File: src/design/dfc_pkg.sv
// dfc_pkg: shared types, result codes and the checksum fold for the frame deframer/checker
// depends on nothing; used by dfc_parser and data_frame_deframer_checker_core
`timescale 1ns / 1ps

package dfc_pkg;

   typedef enum logic [1:0] {
      PH_FLAG,
      PH_HEADER,
      PH_PAYLOAD,
      PH_CHECK
   } phase_type;

   localparam logic [1:0] KIND_PAYLOAD = 2'd0;
   localparam logic [1:0] KIND_STATUS  = 2'd1;
   localparam logic [1:0] KIND_REJECT  = 2'd2;

   localparam int unsigned HEADER_LAST = 7;

   typedef struct packed {
      logic        valid;
      logic [1:0]  result_kind;
      logic [7:0]  payload_byte;
      logic [9:0]  payload_index;
      logic [31:0] sequence_number;
      logic [31:0] payload_length;
      logic        last_frame;
      logic        checksum_bad;
   } result_type;

   // signed byte add into the 17-bit sum, end-around carry when it leaves 0..0xffff
   function automatic logic [16:0] sum_add(input logic [16:0] sum, input logic [7:0] b);
      logic [17:0] t;
      t = {1'b0, sum} + {{10{b[7]}}, b};
      if (t[17:16] != 2'b00) begin
         sum_add = {1'b0, t[15:0]} + 17'd1;
      end else begin
         sum_add = t[16:0];
      end
   endfunction

endpackage

File: src/design/dfc_parser.sv
// dfc_parser: frame parsing state machine, header shift registers and running checksum
// depends on dfc_pkg; produces at most one result per accepted request byte
`timescale 1ns / 1ps

module dfc_parser #(
   parameter int unsigned MAX_PAYLOAD = 1024
) (
   input  logic                clock,
   input  logic                reset,
   input  logic                accept,
   input  logic [7:0]          byte_in,
   output dfc_pkg::result_type result
);

   localparam int unsigned CountW = $clog2(MAX_PAYLOAD + 1);

   dfc_pkg::phase_type phase_ff, phase_in;
   logic [2:0]         header_count_ff, header_count_in;
   logic [CountW-1:0]  payload_count_ff, payload_count_in;
   logic [CountW-1:0]  payload_count_inc;
   logic [31:0]        seq_shift_ff, seq_shift_in;
   logic [31:0]        length_shift_ff, length_shift_in;
   logic [16:0]        check_sum_ff, check_sum_in;
   logic               final_flag_ff, final_flag_in;

   always_ff @(posedge clock) begin
      if (reset) begin
         phase_ff <= dfc_pkg::PH_FLAG;
      end else begin
         phase_ff <= phase_in;
      end
   end

   always_ff @(posedge clock) begin
      if (reset) begin
         header_count_ff  <= '0;
         payload_count_ff <= '0;
         seq_shift_ff     <= '0;
         length_shift_ff  <= '0;
         check_sum_ff     <= '0;
         final_flag_ff    <= 1'b0;
      end else begin
         header_count_ff  <= header_count_in;
         payload_count_ff <= payload_count_in;
         seq_shift_ff     <= seq_shift_in;
         length_shift_ff  <= length_shift_in;
         check_sum_ff     <= check_sum_in;
         final_flag_ff    <= final_flag_in;
      end
   end

   assign payload_count_inc = payload_count_ff + CountW'(1);

   always_comb begin
      phase_in         = phase_ff;
      header_count_in  = header_count_ff;
      payload_count_in = payload_count_ff;
      seq_shift_in     = seq_shift_ff;
      length_shift_in  = length_shift_ff;
      check_sum_in     = check_sum_ff;
      final_flag_in    = final_flag_ff;

      result                 = '0;
      result.sequence_number = seq_shift_ff;
      result.payload_length  = length_shift_ff;
      result.last_frame      = final_flag_ff;

      if (accept) begin
         unique case (phase_ff)
            dfc_pkg::PH_FLAG: begin
               header_count_in  = '0;
               payload_count_in = '0;
               seq_shift_in     = '0;
               length_shift_in  = '0;
               final_flag_in    = (byte_in == 8'd0);
               check_sum_in     = dfc_pkg::sum_add(17'd0, byte_in);
               phase_in         = dfc_pkg::PH_HEADER;
            end
            dfc_pkg::PH_HEADER: begin
               check_sum_in = dfc_pkg::sum_add(check_sum_ff, byte_in);
               if (!header_count_ff[2]) begin
                  seq_shift_in = {seq_shift_ff[23:0], byte_in};
               end else begin
                  length_shift_in = {length_shift_ff[23:0], byte_in};
               end
               header_count_in = header_count_ff + 3'd1;
               if (header_count_ff == 3'(dfc_pkg::HEADER_LAST)) begin
                  if (length_shift_in > 32'(MAX_PAYLOAD)) begin
                     result.valid           = 1'b1;
                     result.result_kind     = dfc_pkg::KIND_REJECT;
                     result.sequence_number = seq_shift_in;
                     result.payload_length  = length_shift_in;
                     phase_in               = dfc_pkg::PH_FLAG;
                  end else begin
                     payload_count_in = '0;
                     phase_in = (length_shift_in == 32'd0) ? dfc_pkg::PH_CHECK
                                                           : dfc_pkg::PH_PAYLOAD;
                  end
               end
            end
            dfc_pkg::PH_PAYLOAD: begin
               check_sum_in         = dfc_pkg::sum_add(check_sum_ff, byte_in);
               result.valid         = 1'b1;
               result.result_kind   = dfc_pkg::KIND_PAYLOAD;
               result.payload_byte  = byte_in;
               result.payload_index = 10'(payload_count_ff);
               payload_count_in     = payload_count_inc;
               if (32'(payload_count_inc) >= length_shift_ff) begin
                  phase_in = dfc_pkg::PH_CHECK;
               end
            end
            dfc_pkg::PH_CHECK: begin
               result.valid        = 1'b1;
               result.result_kind  = dfc_pkg::KIND_STATUS;
               result.checksum_bad = (byte_in != check_sum_ff[7:0]);
               phase_in            = dfc_pkg::PH_FLAG;
            end
         endcase
      end
   end

endmodule

File: src/design/data_frame_deframer_checker_core.sv
// data_frame_deframer_checker_core: top level of the frame deframer and checksum checker
// depends on dfc_pkg and dfc_parser; holds the output register and the stall logic
// output timing: a result appears on rsp_valid in the cycle after its request byte is accepted
// throughput: one request byte per cycle; req_stall rises only while the output
// register holds a result and rsp_stall is high
// reset: synchronous, clears the parser to await a flag byte and empties the output register
`timescale 1ns / 1ps

module data_frame_deframer_checker_core #(
   parameter int unsigned MAX_PAYLOAD = 1024
) (
   input  logic        clock,
   input  logic        reset,
   input  logic        req_valid,
   output logic        req_stall,
   input  logic [7:0]  req_byte_in,
   output logic        rsp_valid,
   input  logic        rsp_stall,
   output logic [1:0]  rsp_result_kind,
   output logic [7:0]  rsp_payload_byte,
   output logic [9:0]  rsp_payload_index,
   output logic [31:0] rsp_sequence_number,
   output logic [31:0] rsp_payload_length,
   output logic        rsp_last_frame,
   output logic        rsp_checksum_bad
);

   logic                accept;
   dfc_pkg::result_type result;
   dfc_pkg::result_type rsp_ff, rsp_in;
   logic                rsp_valid_ff, rsp_valid_in;

   assign req_stall = rsp_valid_ff & rsp_stall;
   assign accept    = req_valid & ~req_stall;

   dfc_parser #(
      .MAX_PAYLOAD(MAX_PAYLOAD)
   ) u_parser (
      .clock  (clock),
      .reset  (reset),
      .accept (accept),
      .byte_in(req_byte_in),
      .result (result)
   );

   always_comb begin
      rsp_in       = rsp_ff;
      rsp_valid_in = rsp_valid_ff & rsp_stall;
      if (result.valid) begin
         rsp_in       = result;
         rsp_valid_in = 1'b1;
      end
   end

   always_ff @(posedge clock) begin
      if (reset) begin
         rsp_valid_ff <= 1'b0;
      end else begin
         rsp_valid_ff <= rsp_valid_in;
      end
   end

   always_ff @(posedge clock) begin
      rsp_ff <= rsp_in;
   end

   assign rsp_valid           = rsp_valid_ff;
   assign rsp_result_kind     = rsp_ff.result_kind;
   assign rsp_payload_byte    = rsp_ff.payload_byte;
   assign rsp_payload_index   = rsp_ff.payload_index;
   assign rsp_sequence_number = rsp_ff.sequence_number;
   assign rsp_payload_length  = rsp_ff.payload_length;
   assign rsp_last_frame      = rsp_ff.last_frame;
   assign rsp_checksum_bad    = rsp_ff.checksum_bad;

   // input only held back by a full, stalled output register
   a_stall_cause: assert property (@(posedge clock) disable iff (reset)
      req_stall |-> (rsp_valid && rsp_stall))
      else $error("req_stall without a pending stalled response");

   // mismatch flag only on frame status
   a_bad_only_status: assert property (@(posedge clock) disable iff (reset)
      (rsp_valid && rsp_result_kind != dfc_pkg::KIND_STATUS) |-> !rsp_checksum_bad)
      else $error("checksum_bad set on a non-status response");

   // rejection only for lengths over the limit
   a_reject_length: assert property (@(posedge clock) disable iff (reset)
      (rsp_valid && rsp_result_kind == dfc_pkg::KIND_REJECT)
         |-> (rsp_payload_length > 32'(MAX_PAYLOAD)))
      else $error("length rejected within the payload limit");

endmodule
File: config.mk
export PLATFORM = sky130hd
export DESIGN_NAME = data_frame_deframer_checker_core
export DESIGN_NICKNAME = d
export VERILOG_FILES = /design/src/design/dfc_pkg.sv /design/src/design/dfc_parser.sv /design/src/design/data_frame_deframer_checker_core.sv
export SDC_FILE = /design/constraint.sdc
export NUM_CORES = 1
export LEC_CHECK = 0
export ABC_AREA = 0
export BUFFER_PORTS_ARGS = -buffer_cell sky130_fd_sc_hd__clkbuf_2
export CORE_AREA = 2 2 134 136
export DETAILED_ROUTE_END_ITERATION = 12
export DIE_AREA = 0 0 136 138
export PLACE_DENSITY = 0.73
export SYNTH_ARGS = -nofsm -noshare
export SYNTH_HDL_FRONTEND = slang
export SYNTH_SLANG_ARGS = --single-unit
File: constraint.sdc
create_clock -name clock -period 23.8 [get_ports clock]
set_input_delay 3.57 -clock clock [delete_from_list [all_inputs] [get_ports clock]]
set_output_delay 3.57 -clock clock [all_outputs]
set_load 0.01 [all_outputs]
==> results of run 1 <==
## routing by layer
metal / vias to the layer above / GRT usage (%) / wire length (um)
met1: 3552 / 33.2 / 10200
li1: 3568 / - / -
met5: - / 0 / 0
met4: 0 / 7.84 / 372
met2: 189 / 35.6 / 10000
met3: 32 / 4.36 / 958
## registers in the layout (all words and copies together), names as in the netlist, 2 cells and up, named ones only
register                   cells
rsp_payload_byte               8
rsp_payload_index             10
rsp_payload_length            32
rsp_result_kind                2
rsp_sequence_number           32
u_parser.check_sum_ff         17
u_parser.header_count_ff       3
u_parser.length_shift_ff      32
u_parser.payload_count_ff     11
u_parser.seq_shift_ff         32
## layout by cell type (no fill, tap or decap), types with 6 or more instances in the layout
| cell | count |
|---|---|
| a21oi_1 | 35 |
| nor4_1 | 15 |
| xnor2_1 | 16 |
| nor3_1 | 28 |
| or3_1 | 19 |
| clkbuf_2 | 98 |
| dfxtp_1 | 99 |
| o2111ai_1 | 8 |
| ha_1 | 38 |
| nand3_1 | 16 |
| buf_4 | 10 |
| nor2_1 | 119 |
| mux2_2 | 60 |
| edfxtp_1 | 86 |
| and3_1 | 17 |
| mux2i_1 | 7 |
| a22oi_1 | 63 |
| xor2_1 | 11 |
| a21o_1 | 11 |
| inv_1 | 31 |
| nand2_1 | 42 |
| o21ai_0 | 23 |
| clkbuf_16 | 17 |
| o32ai_1 | 6 |
| nand4_1 | 11 |
| a211oi_1 | 10 |
## final cells by class
| cell class | count | area share (%) |
|---|---|---|
| Clock inverter | 14 | 1.58 |
| Inverter | 31 | 1.09 |
| Sequential cell | 185 | 42.9 |
| Clock buffer | 18 | 4.04 |
| Multi-Input combinational cell | 644 | 42.3 |
| Tap cell | 229 | 2.70 |
| Timing Repair Buffer | 108 | 5.32 |
## logic make-up (layout without fill, tap and decap cells)
logic type / count (synthesis) / after routing
compound gates: 209 / 209
xor+xnor: 27 / 27
fa+ha+maj: 39 / 39
buf+inv: 93 / 171
flops: 185 / 185
mux: 67 / 67
simple gates: 302 / 302
## power by group through the flow
stage / Combinational (mW) / Clock [mW] / Sequential [mW]
2_1_floorplan: 0.144 / 0 / 0.359
3_3_place_gp: 0.181 / 0 / 0.359
3_5_place_dp: 0.184 / 0 / 0.359
4_1_cts: 0.185 / 0.291 / 0.352
5_1_grt: 0.207 / 0.304 / 0.354
6_report: 0.187 / 0.288 / 0.352
## per-stage QoR
step	setup slack [ps]	total power, mW	utilization, %	cells	hold slack [ps]
2_1_floorplan	12210	0.503	-	922	408
3_3_place_gp	16310	0.540	57.2	1197	420
3_5_place_dp	16270	0.543	57.2	1197	421
4_1_cts	16270	0.829	60.6	1229	439
5_1_grt	16200	0.865	60.6	1229	458
6_report	16260	0.828	60.6	1229	440
## worst register-to-register path, delay by kind of cell, from the launching register on
family / cells / cell delay, ps
adders and majority gates: 2 / 660
AOI/OAI and AO/OA: 3 / 1010
DFF: 1 / 320
and+or+nand+nor: 5 / 1490
## how the worst min path moves through the flow
stage                                        start  cells past startpoint                        to
2_1_floorplan  u_parser.final_flag_ff$_SDFFE_PP0P_                      0  rsp_last_frame$_DFFE_PP_
3_3_place_gp   u_parser.final_flag_ff$_SDFFE_PP0P_                      0  rsp_last_frame$_DFFE_PP_
3_5_place_dp   u_parser.final_flag_ff$_SDFFE_PP0P_                      0  rsp_last_frame$_DFFE_PP_
4_1_cts        u_parser.final_flag_ff$_SDFFE_PP0P_                      0  rsp_last_frame$_DFFE_PP_
5_1_grt        u_parser.final_flag_ff$_SDFFE_PP0P_                      0  rsp_last_frame$_DFFE_PP_
6_report       u_parser.final_flag_ff$_SDFFE_PP0P_                      0  rsp_last_frame$_DFFE_PP_
## cells in the mapped netlist (16+ instances only)
library cell	instances	area, um2
and3_1	17	106
inv_1	31	116
ha_1	38	475
edfxtp_1	86	2580
nand2_1	42	158
nand3_1	16	80.1
mux2_2	60	676
a22oi_1	63	473
a21oi_1	35	175
nor3_1	28	140
nor2_1	120	450
or3_1	19	119
xnor2_1	16	140
clkbuf_1	46	173
dfxtp_1	99	1980
o21ai_0	23	115
==> flow_summary.ini, run 1 <==
[run_status]
status = finished clean

[die]
start_util_pct = 53.8
die_area_um2 = 18800
dieWidth_um = 136
pin_count = 100
rows = 49
coreArea_um2 = 17500
die_h_um = 138

[synthesis]
synth_xor_area_share_pct = 2.51
synth_top_family_by_area = compound AO/OA/AOI/OAI gates
ys_dominant_reg_cell = dfxtp_1
ys_ff_latch = 185
syn_nets = 973
async_flop_share_pct = 0
yosys.area_share.simple_pct = 15.6
ys_warn_count = 0
synth_compound_area_share_pct = 16.3
yosysUniqueCellTypes = 70
seq_area_frac_synth_pct = 48.4
synthAdderAreaFrac_pct = 5.26
synth_cells = 922
synth.avg_cell_area_um2 = 10.2
synthMuxAreaShare_pct = 7.91
synth_edf_count = 86
syn-cell-area_um2 = 9430

[power_and_ir_drop]
seqPwrFrac_pct = 42.6
p_int_uw = 575
peakVddDrop_mv = 0.0587
p_leak_nw = 4.15
switching_share_pct = 30.6
clkPwrFrac_pct = 34.8
combPwrFrac_pct = 22.6
p_switching_uw = 253
p_per_area_nw_per_um2 = 77.9

[clock_network]
clock-root-buffer = clkbuf_16
postCtsHoldBufs = 0
cts_setup_buffers = 0
clkLatencyLatePin_ps = 440
cts-buffers-inserted = 17
cts_num_sinks = 185
cts_resized = 0
cts_tree = done
ctsHtreeMaxLevel = 4
clk_pin_slew_ps = 60
max-clock-path-buffers = 2

[timing]
post-route-period-util_pct = 31.7
setup_tns_ps = 0
finalHoldViolations = 0
period_needed_ps = 7540
fmax_ghz = 0.133
worstMarginPinSlew_ps = 1160
drv_slew = 0
rsz0062_at_grt = no
fin_skew_ps = 11.4
setup_viol_count_final = 0
relSlewSlack_pct = 22.7

[placement]
port_buffers = 99
hpwl_um = 14200
place_congestion = 0.844
place_area_um2 = 10000

[flow_run]
maxCapViolCount = 0

[critical_path]
crit_buf_inv = 3
reg2reg_to = u_parser.check_sum_ff[10]$_SDFFE_PP0P_
slowest_stage = clkbuf_2
cp_common_cell = clkbuf_2
worstSetupPathType = input port to output port
worstPathRequired_ps = 20230
crit_cells = 4
end_kind = output port
crit_end = req_stall
cp_max_fo = 4
slowest_delay_ps = 130
path_cells = clkbuf_2, nand2_1, inv_1, clkbuf_2
r2r_slack_ps = 20250
arrival_ps = 3970
critPathTopFamily = buffers and inverters
critPathLaunch = rsp_stall
r2r-start = u_parser.check_sum_ff[0]$_SDFFE_PP0P_
worstRegToRegCells = 10
cp-start-kind = input port

[final_layout]
area_growth_pct = 12.8
antenna_cells = 0
nets = 1038
regArea_um2 = 4560
fillers = 1492
drive_gt1_share_pct = 21.3
fin_area_um2 = 10600
multi_input_area_um2 = 4500

[detailed_routing]
viasPerCell = 5.97
wl_per_cell_um = 17.5
drt_first_iter_violations = 613
ant_nets = 0
num_vias = 7341
wl_um = 21500
drt_first_pass_iters = 5
route.detailed.drc = 0

[worst_hold_path]
worstHoldPathType = register to register

[global_routing]
grt_pass1_vias = 6758
grt_pass1_wl_um = 34800
grt_overflow = 0
grt_max_degree = 93
gr-usage-all-layers_pct = 23.2
antenna_found_initial = 0
Power figures use the tool's default switching activity.
==> run 2: changes to the inputs <==
- clock period: 23.8 -> 7.69 ns (I/O delays scaled with it)
==> run 2 against run 1 <==
Net effect:
- largest power group unchanged
- global-route usage shrank 0.25 points
- sequential share of layout area grew 0.091 points
- sequential power grew to 3.1 times the previous value
- count of clock-buffer cells in the layout shrank 1
- highest routed layer unchanged
- setup slack lost 13000 ps
- cell count is essentially flat
- final area shrank 0.21%
==> flow_summary.ini, run 2 (synthesized netlist as in run 1, its figures left out) <==
[final_layout]
instances_no_fill = 1228
fillers = 1494
area_growth_pct = 12.5
layout_common_cells = 119 x nor2_1, 99 x dfxtp_1, 98 x clkbuf_2, 86 x edfxtp_1, 63 x a22oi_1
antenna_cells = 0
drive_gt1_share_pct = 21.6
nets = 1037
final_common_cell = nor2_1

[critical_path]
worstPathRequired_ps = 8060
slowest_delay_ps = 650
arrival_ps = 4530
end_kind = register
cp-start-kind = input port
slowest_stage = ha_1
r2r_slack_ps = 4210
path_cells = clkbuf_2, ha_1, nand3_1, or3_1, a211oi_1, nor3b_1, nor4_2, nand2_1, or4_1, o211ai_1
cp_max_fo = 27
worstSetupPathType = input port to register

[timing]
setup_viol_count_final = 0
rsz0062_at_grt = no
whs_ps = 438
setup_tns_ps = 0
post-route-period-util_pct = 54.2
finalHoldViolations = 0
drv_slew = 0
period_needed_ps = 4170
fin_skew_ps = 10.7
relSlewSlack_pct = 21.9
worstMarginPinSlew_ps = 1170
fmax_ghz = 0.240

[detailed_routing]
route.detailed.drc = 0
wl_per_cell_um = 17.4
ant_nets = 0
num_vias = 7283
drt_first_iter_violations = 612
wl_um = 21400
viasPerCell = 5.93
drt_first_pass_iters = 5

[die]
die_area_um2 = 18800
start_util_pct = 53.8
die_h_um = 138
pin_count = 100
coreArea_um2 = 17500
rows = 49
dieWidth_um = 136

[clock_network]
cts_resized = 0
cts_tree = done
cts_setup_buffers = 0
cts-buffers-inserted = 17
postCtsHoldBufs = 0
clk_pin_slew_ps = 70
clock-root-buffer = clkbuf_16
clkLatencyLatePin_ps = 440
cts_num_sinks = 185
max-clock-path-buffers = 2
ctsHtreeMaxLevel = 4

[global_routing]
grt_pass1_vias = 6599
grt_max_degree = 99
grt_overflow = 0
gr-usage-all-layers_pct = 23.0
antenna_found_initial = 0
grt_pass1_wl_um = 34600

[power_and_ir_drop]
p_leak_nw = 4.16
p_per_area_nw_per_um2 = 239
peakVddDrop_mv = 0.177
p_switching_uw = 811
clkPwrFrac_pct = 34.2
p_int_mw = 1.72
switching_share_pct = 32.0
combPwrFrac_pct = 22.8
seqPwrFrac_pct = 43.0

[placement]
dpl.cell_count = 1196
place_congestion = 0.872
hpwl_um = 14000
port_buffers = 99

[flow_run]
maxCapViolCount = 0

[worst_hold_path]
worstHoldPathType = register to register

[run_status]
status = finished clean
[run 2: path summary, 6_finish.rpt]
kind                                                   from                                endpoint  cells after the start
hold / removal          u_parser.final_flag_ff$_SDFFE_PP0P_                rsp_last_frame$_DFFE_PP_                      0
hold reg to reg         u_parser.final_flag_ff$_SDFFE_PP0P_                rsp_last_frame$_DFFE_PP_                      0
setup reg to reg  u_parser.payload_count_ff[0]$_SDFFE_PP0P_                                register                     13
setup / recovery                             req_byte_in[7]  u_parser.check_sum_ff[13]$_SDFFE_PP0P_                     10
[run 2: metrics by stage]
stage	cell area (um2)	worst slack, ps	util [%]	power [mW]
floorplan	9430	1510	-	1.56
global placement	10000	3180	57.2	1.68
detailed placement	10000	3070	57.2	1.68
CTS	10600	3510	60.5	2.54
global route	10600	3200	60.5	2.65
finish	10600	3520	60.5	2.54
[run 2: critical path, delay by kind of cell]
family          cells  cell delay, ps
simple gates        6            1980
compound gates      2             370
fa+ha+maj           1             650
buf+inv             1             370
[run 2: cell type report]
| cell class | instances | area [um2] | area share, % |
|---|---|---|---|
| flip-flops and latches | 185 | 4560 | 43.0 |
| multi-input cells | 644 | 4500 | 42.4 |
| repair buffers | 107 | 558 | 5.26 |
| clock buffers | 17 | 425 | 4.01 |
| well taps | 229 | 287 | 2.70 |
| clock inverters | 15 | 156 | 1.47 |
| inverters | 31 | 116 | 1.10 |
[run 2: power by group through the flow]
stage               Sequential (mW)  Clock (mW)  Combinational [mW]
CTS                            1.09       0.878               0.571
global route                   1.09       0.919               0.642
global placement               1.11           0               0.565
detailed placement             1.11           0               0.568
floorplan                      1.11           0               0.447
finish                         1.09       0.867               0.579
[run 2: routing by layer]
metal	up-vias	track usage (%)	share of wire [%]
met5	-	0	0
met2	200	34.4	45
met4	0	5.21	0.94
met3	19	4.69	4.9
li1	3575	-	-
met1	3489	34.4	49
==> run 3: changes to the inputs <==
- ABC_AREA: 0 -> 1
- CORE_AREA: 2 2 134 136 -> 2 2 142 144
- DIE_AREA: 0 0 136 138 -> 0 0 144 146
- PLACE_DENSITY: 0.73 -> 0.74
- clock period: 7.69 -> 3.5 ns (I/O delays scaled with it)
==> run 3 against run 2 <==
Net effect:
- area after synthesis is 9.6% higher
- largest power group unchanged
- clock skew rose by 5.4 ps
- register-to-register slack got worse by 3800 ps
- via count rose by 29%
- sequential cell count unchanged
- count of clock-buffer cells in the layout grew 5
- critical path type is now register to register
- core utilization decreased by 0.77 points
- global-route usage up 1.4 points
- final area rose by 8.9%
- hold slack worse by 50 ps
- critical endpoint is now u_parser.phase_ff[0]$_SDFFE_PP0P_
==> flow_summary.ini, run 3 <==
[critical_path]
cp_common_cell = nand2_1
worstPathRequired_ps = 3860
crit_cells = 20
crit_buf_inv = 3
reg2reg_to = u_parser.phase_ff[0]$_SDFFE_PP0P_
worstSetupPathType = register to register
crit_end = u_parser.phase_ff[0]$_SDFFE_PP0P_
r2r_slack_ps = 380
r2r-start = u_parser.payload_count_ff[0]$_SDFFE_PP0P_
cp-start-kind = register
critPathLaunch = u_parser.payload_count_ff[0]$_SDFFE_PP0P_
worstRegToRegCells = 20
critPathTopFamily = simple AND/OR/NAND/NOR gates
slowest_stage = nor4_1
slowest_delay_ps = 430
path_cells = ha_1, nand2_1, inv_1, nand2_1, nor4_1, nand3_1, nor2_1, xor2_1, inv_1, ha_1, nand2_1, nor3_1, nand2_1, o21ai_0, nand2_1, nand3_1, nand2_1, inv_1, nand2_1, a21oi_1
end_kind = register
cp_max_fo = 5
arrival_ps = 3470

[synthesis]
syn_nets = 1443
yosysTopAreaCell = edfxtp_1
synthMuxAreaShare_pct = 0.388
ys_dominant_reg_cell = dfxtp_1
synth_top_cell_area_share_pct = 25.0
synthAdderAreaFrac_pct = 4.80
synth_edf_count = 86
yosysUniqueCellTypes = 44
synth_compound_area_share_pct = 15.4
synth.avg_cell_area_um2 = 7.42
async_flop_share_pct = 0
synth_area_leaders = edfxtp_1 25%, dfxtp_1 19%, nand2_1 15%, o21ai_0 5.9%, inv_1 5.4%
ys_ff_latch = 185
syn-cell-area_um2 = 10300
synth_cells = 1392
ys_warn_count = 0
synth_top_family_by_area = simple AND/OR/NAND/NOR gates
synth_xor_area_share_pct = 0.424
synthMostInstantiatedCell = nand2_1
netlist_top_cells_count = 421 x nand2_1, 150 x inv_1, 122 x o21ai_0
seq_area_frac_synth_pct = 44.2
yosys.area_share.simple_pct = 26.1

[final_layout]
regArea_um2 = 4570
final_common_cell = nand2_1
layout_common_cells = 421 x nand2_1, 149 x inv_1, 122 x o21ai_0, 109 x nor2_1, 104 x a21oi_1
area_growth_pct = 11.8
multi_input_area_um2 = 4880
fillers = 1772
antenna_cells = 0
drive_gt1_share_pct = 12.5
post-route-util_pct = 59.7
nets = 1513

[run_status]
status = finished clean

[global_routing]
antenna_found_initial = 0
grt_pass1_vias = 8330
gr-usage-all-layers_pct = 24.3
grt_pass1_wl_um = 40900
grt_overflow = 0
grt_max_degree = 75

[clock_network]
cts-buffers-inserted = 17
postCtsHoldBufs = 0
cts_setup_buffers = 0
cts_tree = done
max-clock-path-buffers = 2
ctsHtreeMaxLevel = 4
clock-root-buffer = clkbuf_16
clkLatencyLatePin_ps = 440
cts_resized = 0
cts_num_sinks = 185
clk_pin_slew_ps = 70

[detailed_routing]
route.detailed.drc = 0
ant_nets = 0
wl_per_cell_um = 14.6
drt_first_pass_iters = 5
wl_um = 25300
num_vias = 9391
viasPerCell = 5.40
drt_first_iter_violations = 941

[timing]
worstMarginPinSlew_ps = 907
setup_tns_ps = 0
finalHoldViolations = 0
period_needed_ps = 3120
post-route-period-util_pct = 89.0
rsz0062_at_grt = no
relSlewSlack_pct = 39.5
fin_skew_ps = 16.1
fmax_ghz = 0.321
drv_slew = 0
setup_viol_count_final = 0
whs_ps = 389

[placement]
place_congestion = 0.876
hpwl_um = 17700
port_buffers = 99

[worst_hold_path]
worstHoldPathType = input port to register

[power_and_ir_drop]
p_leak_nw = 4.84
peakVddDrop_mv = 0.312
p_per_area_nw_per_um2 = 442
finalPower_mw = 5.10

[die]
die_h_um = 146
start_util_pct = 53.4
dieWidth_um = 144
rows = 51
pin_count = 100
coreArea_um2 = 19300
die_area_um2 = 21000

[flow_run]
maxCapViolCount = 0
## run 3: changes by cell type in the layout (fill, tap and decap cells not counted), sizes merged, moves of 59 or more
| cell | change |
|---|---|
| inv | +115 |
| a21oi | +67 |
| o21ai | +136 |
| a22oi | -59 |
| mux2 | -60 |
| nand2 | +383 |
## run 3: worst min-delay path by stage
| stage | cells past startpoint | end | startpoint | slack, ps |
|---|---|---|---|---|
| 2_1_floorplan | 0 | rsp_last_frame$_DFFE_PP_ | u_parser.final_flag_ff$_SDFFE_PP0P_ | 400 |
| 3_3_place_gp | 2 | u_parser.length_shift_ff[15]$_SDFFE_PP0P_ | u_parser.length_shift_ff[15]$_SDFFE_PP0P_ | 450 |
| 3_5_place_dp | 0 | rsp_last_frame$_DFFE_PP_ | u_parser.final_flag_ff$_SDFFE_PP0P_ | 440 |
| 4_1_cts | 3 | rsp_valid$_SDFF_PP0_ | rsp_stall | 390 |
| 5_1_grt | 3 | rsp_valid$_SDFF_PP0_ | rsp_stall | 400 |
| 6_report | 3 | rsp_valid$_SDFF_PP0_ | rsp_stall | 390 |
## run 3: cell type report
class	instances	area share [%]
Sequential cell	185	39.6
Clock buffer	22	4.20
Multi-Input combinational cell	995	42.3
Clock inverter	10	0.899
Tap cell	265	2.87
Timing Repair Buffer	112	5.24
Inverter	151	4.94
## run 3: per-layer routing
layer,GRT usage [%],share of wire (%),vias up
met1,35.2,47,4324
li1,-,-,4712
met4,6.52,1.4,0
met3,3.69,6.4,32
met2,38.1,45,323
met5,0,0,-
## run 3: metrics by stage
stage                     cells  cell area, um2  setup slack, ps
after floorplan            1392           10300              261
after global placement     1708           11000              465
after detailed placement   1708           11000              417
after CTS                  1740           11500              430
after global routing       1740           11500             20.9
final                      1740           11500              384
## run 3: kinds of logic (layout without fill, tap and decap cells)
family	count (synthesis)	in the layout
flops	185	185
xor+xnor	5	5
mux	4	4
buf+inv	212	295
fa+ha+maj	39	39
compound gates	293	293
simple gates	654	654
## run 3: report_power, final
group          internal, mW  switching, mW
clock network          1.07          0.834
registers              2.31         0.0457
logic                 0.257          0.588
total                  3.64           1.47
## run 3: worst register-to-register path: cells and delay by family, from the launching register on
kind	cells	cell delay, ps
fa+ha+maj	2	460
compound gates	2	210
xor+xnor	1	200
simple gates	12	1570
flops	1	400
buf+inv	3	190
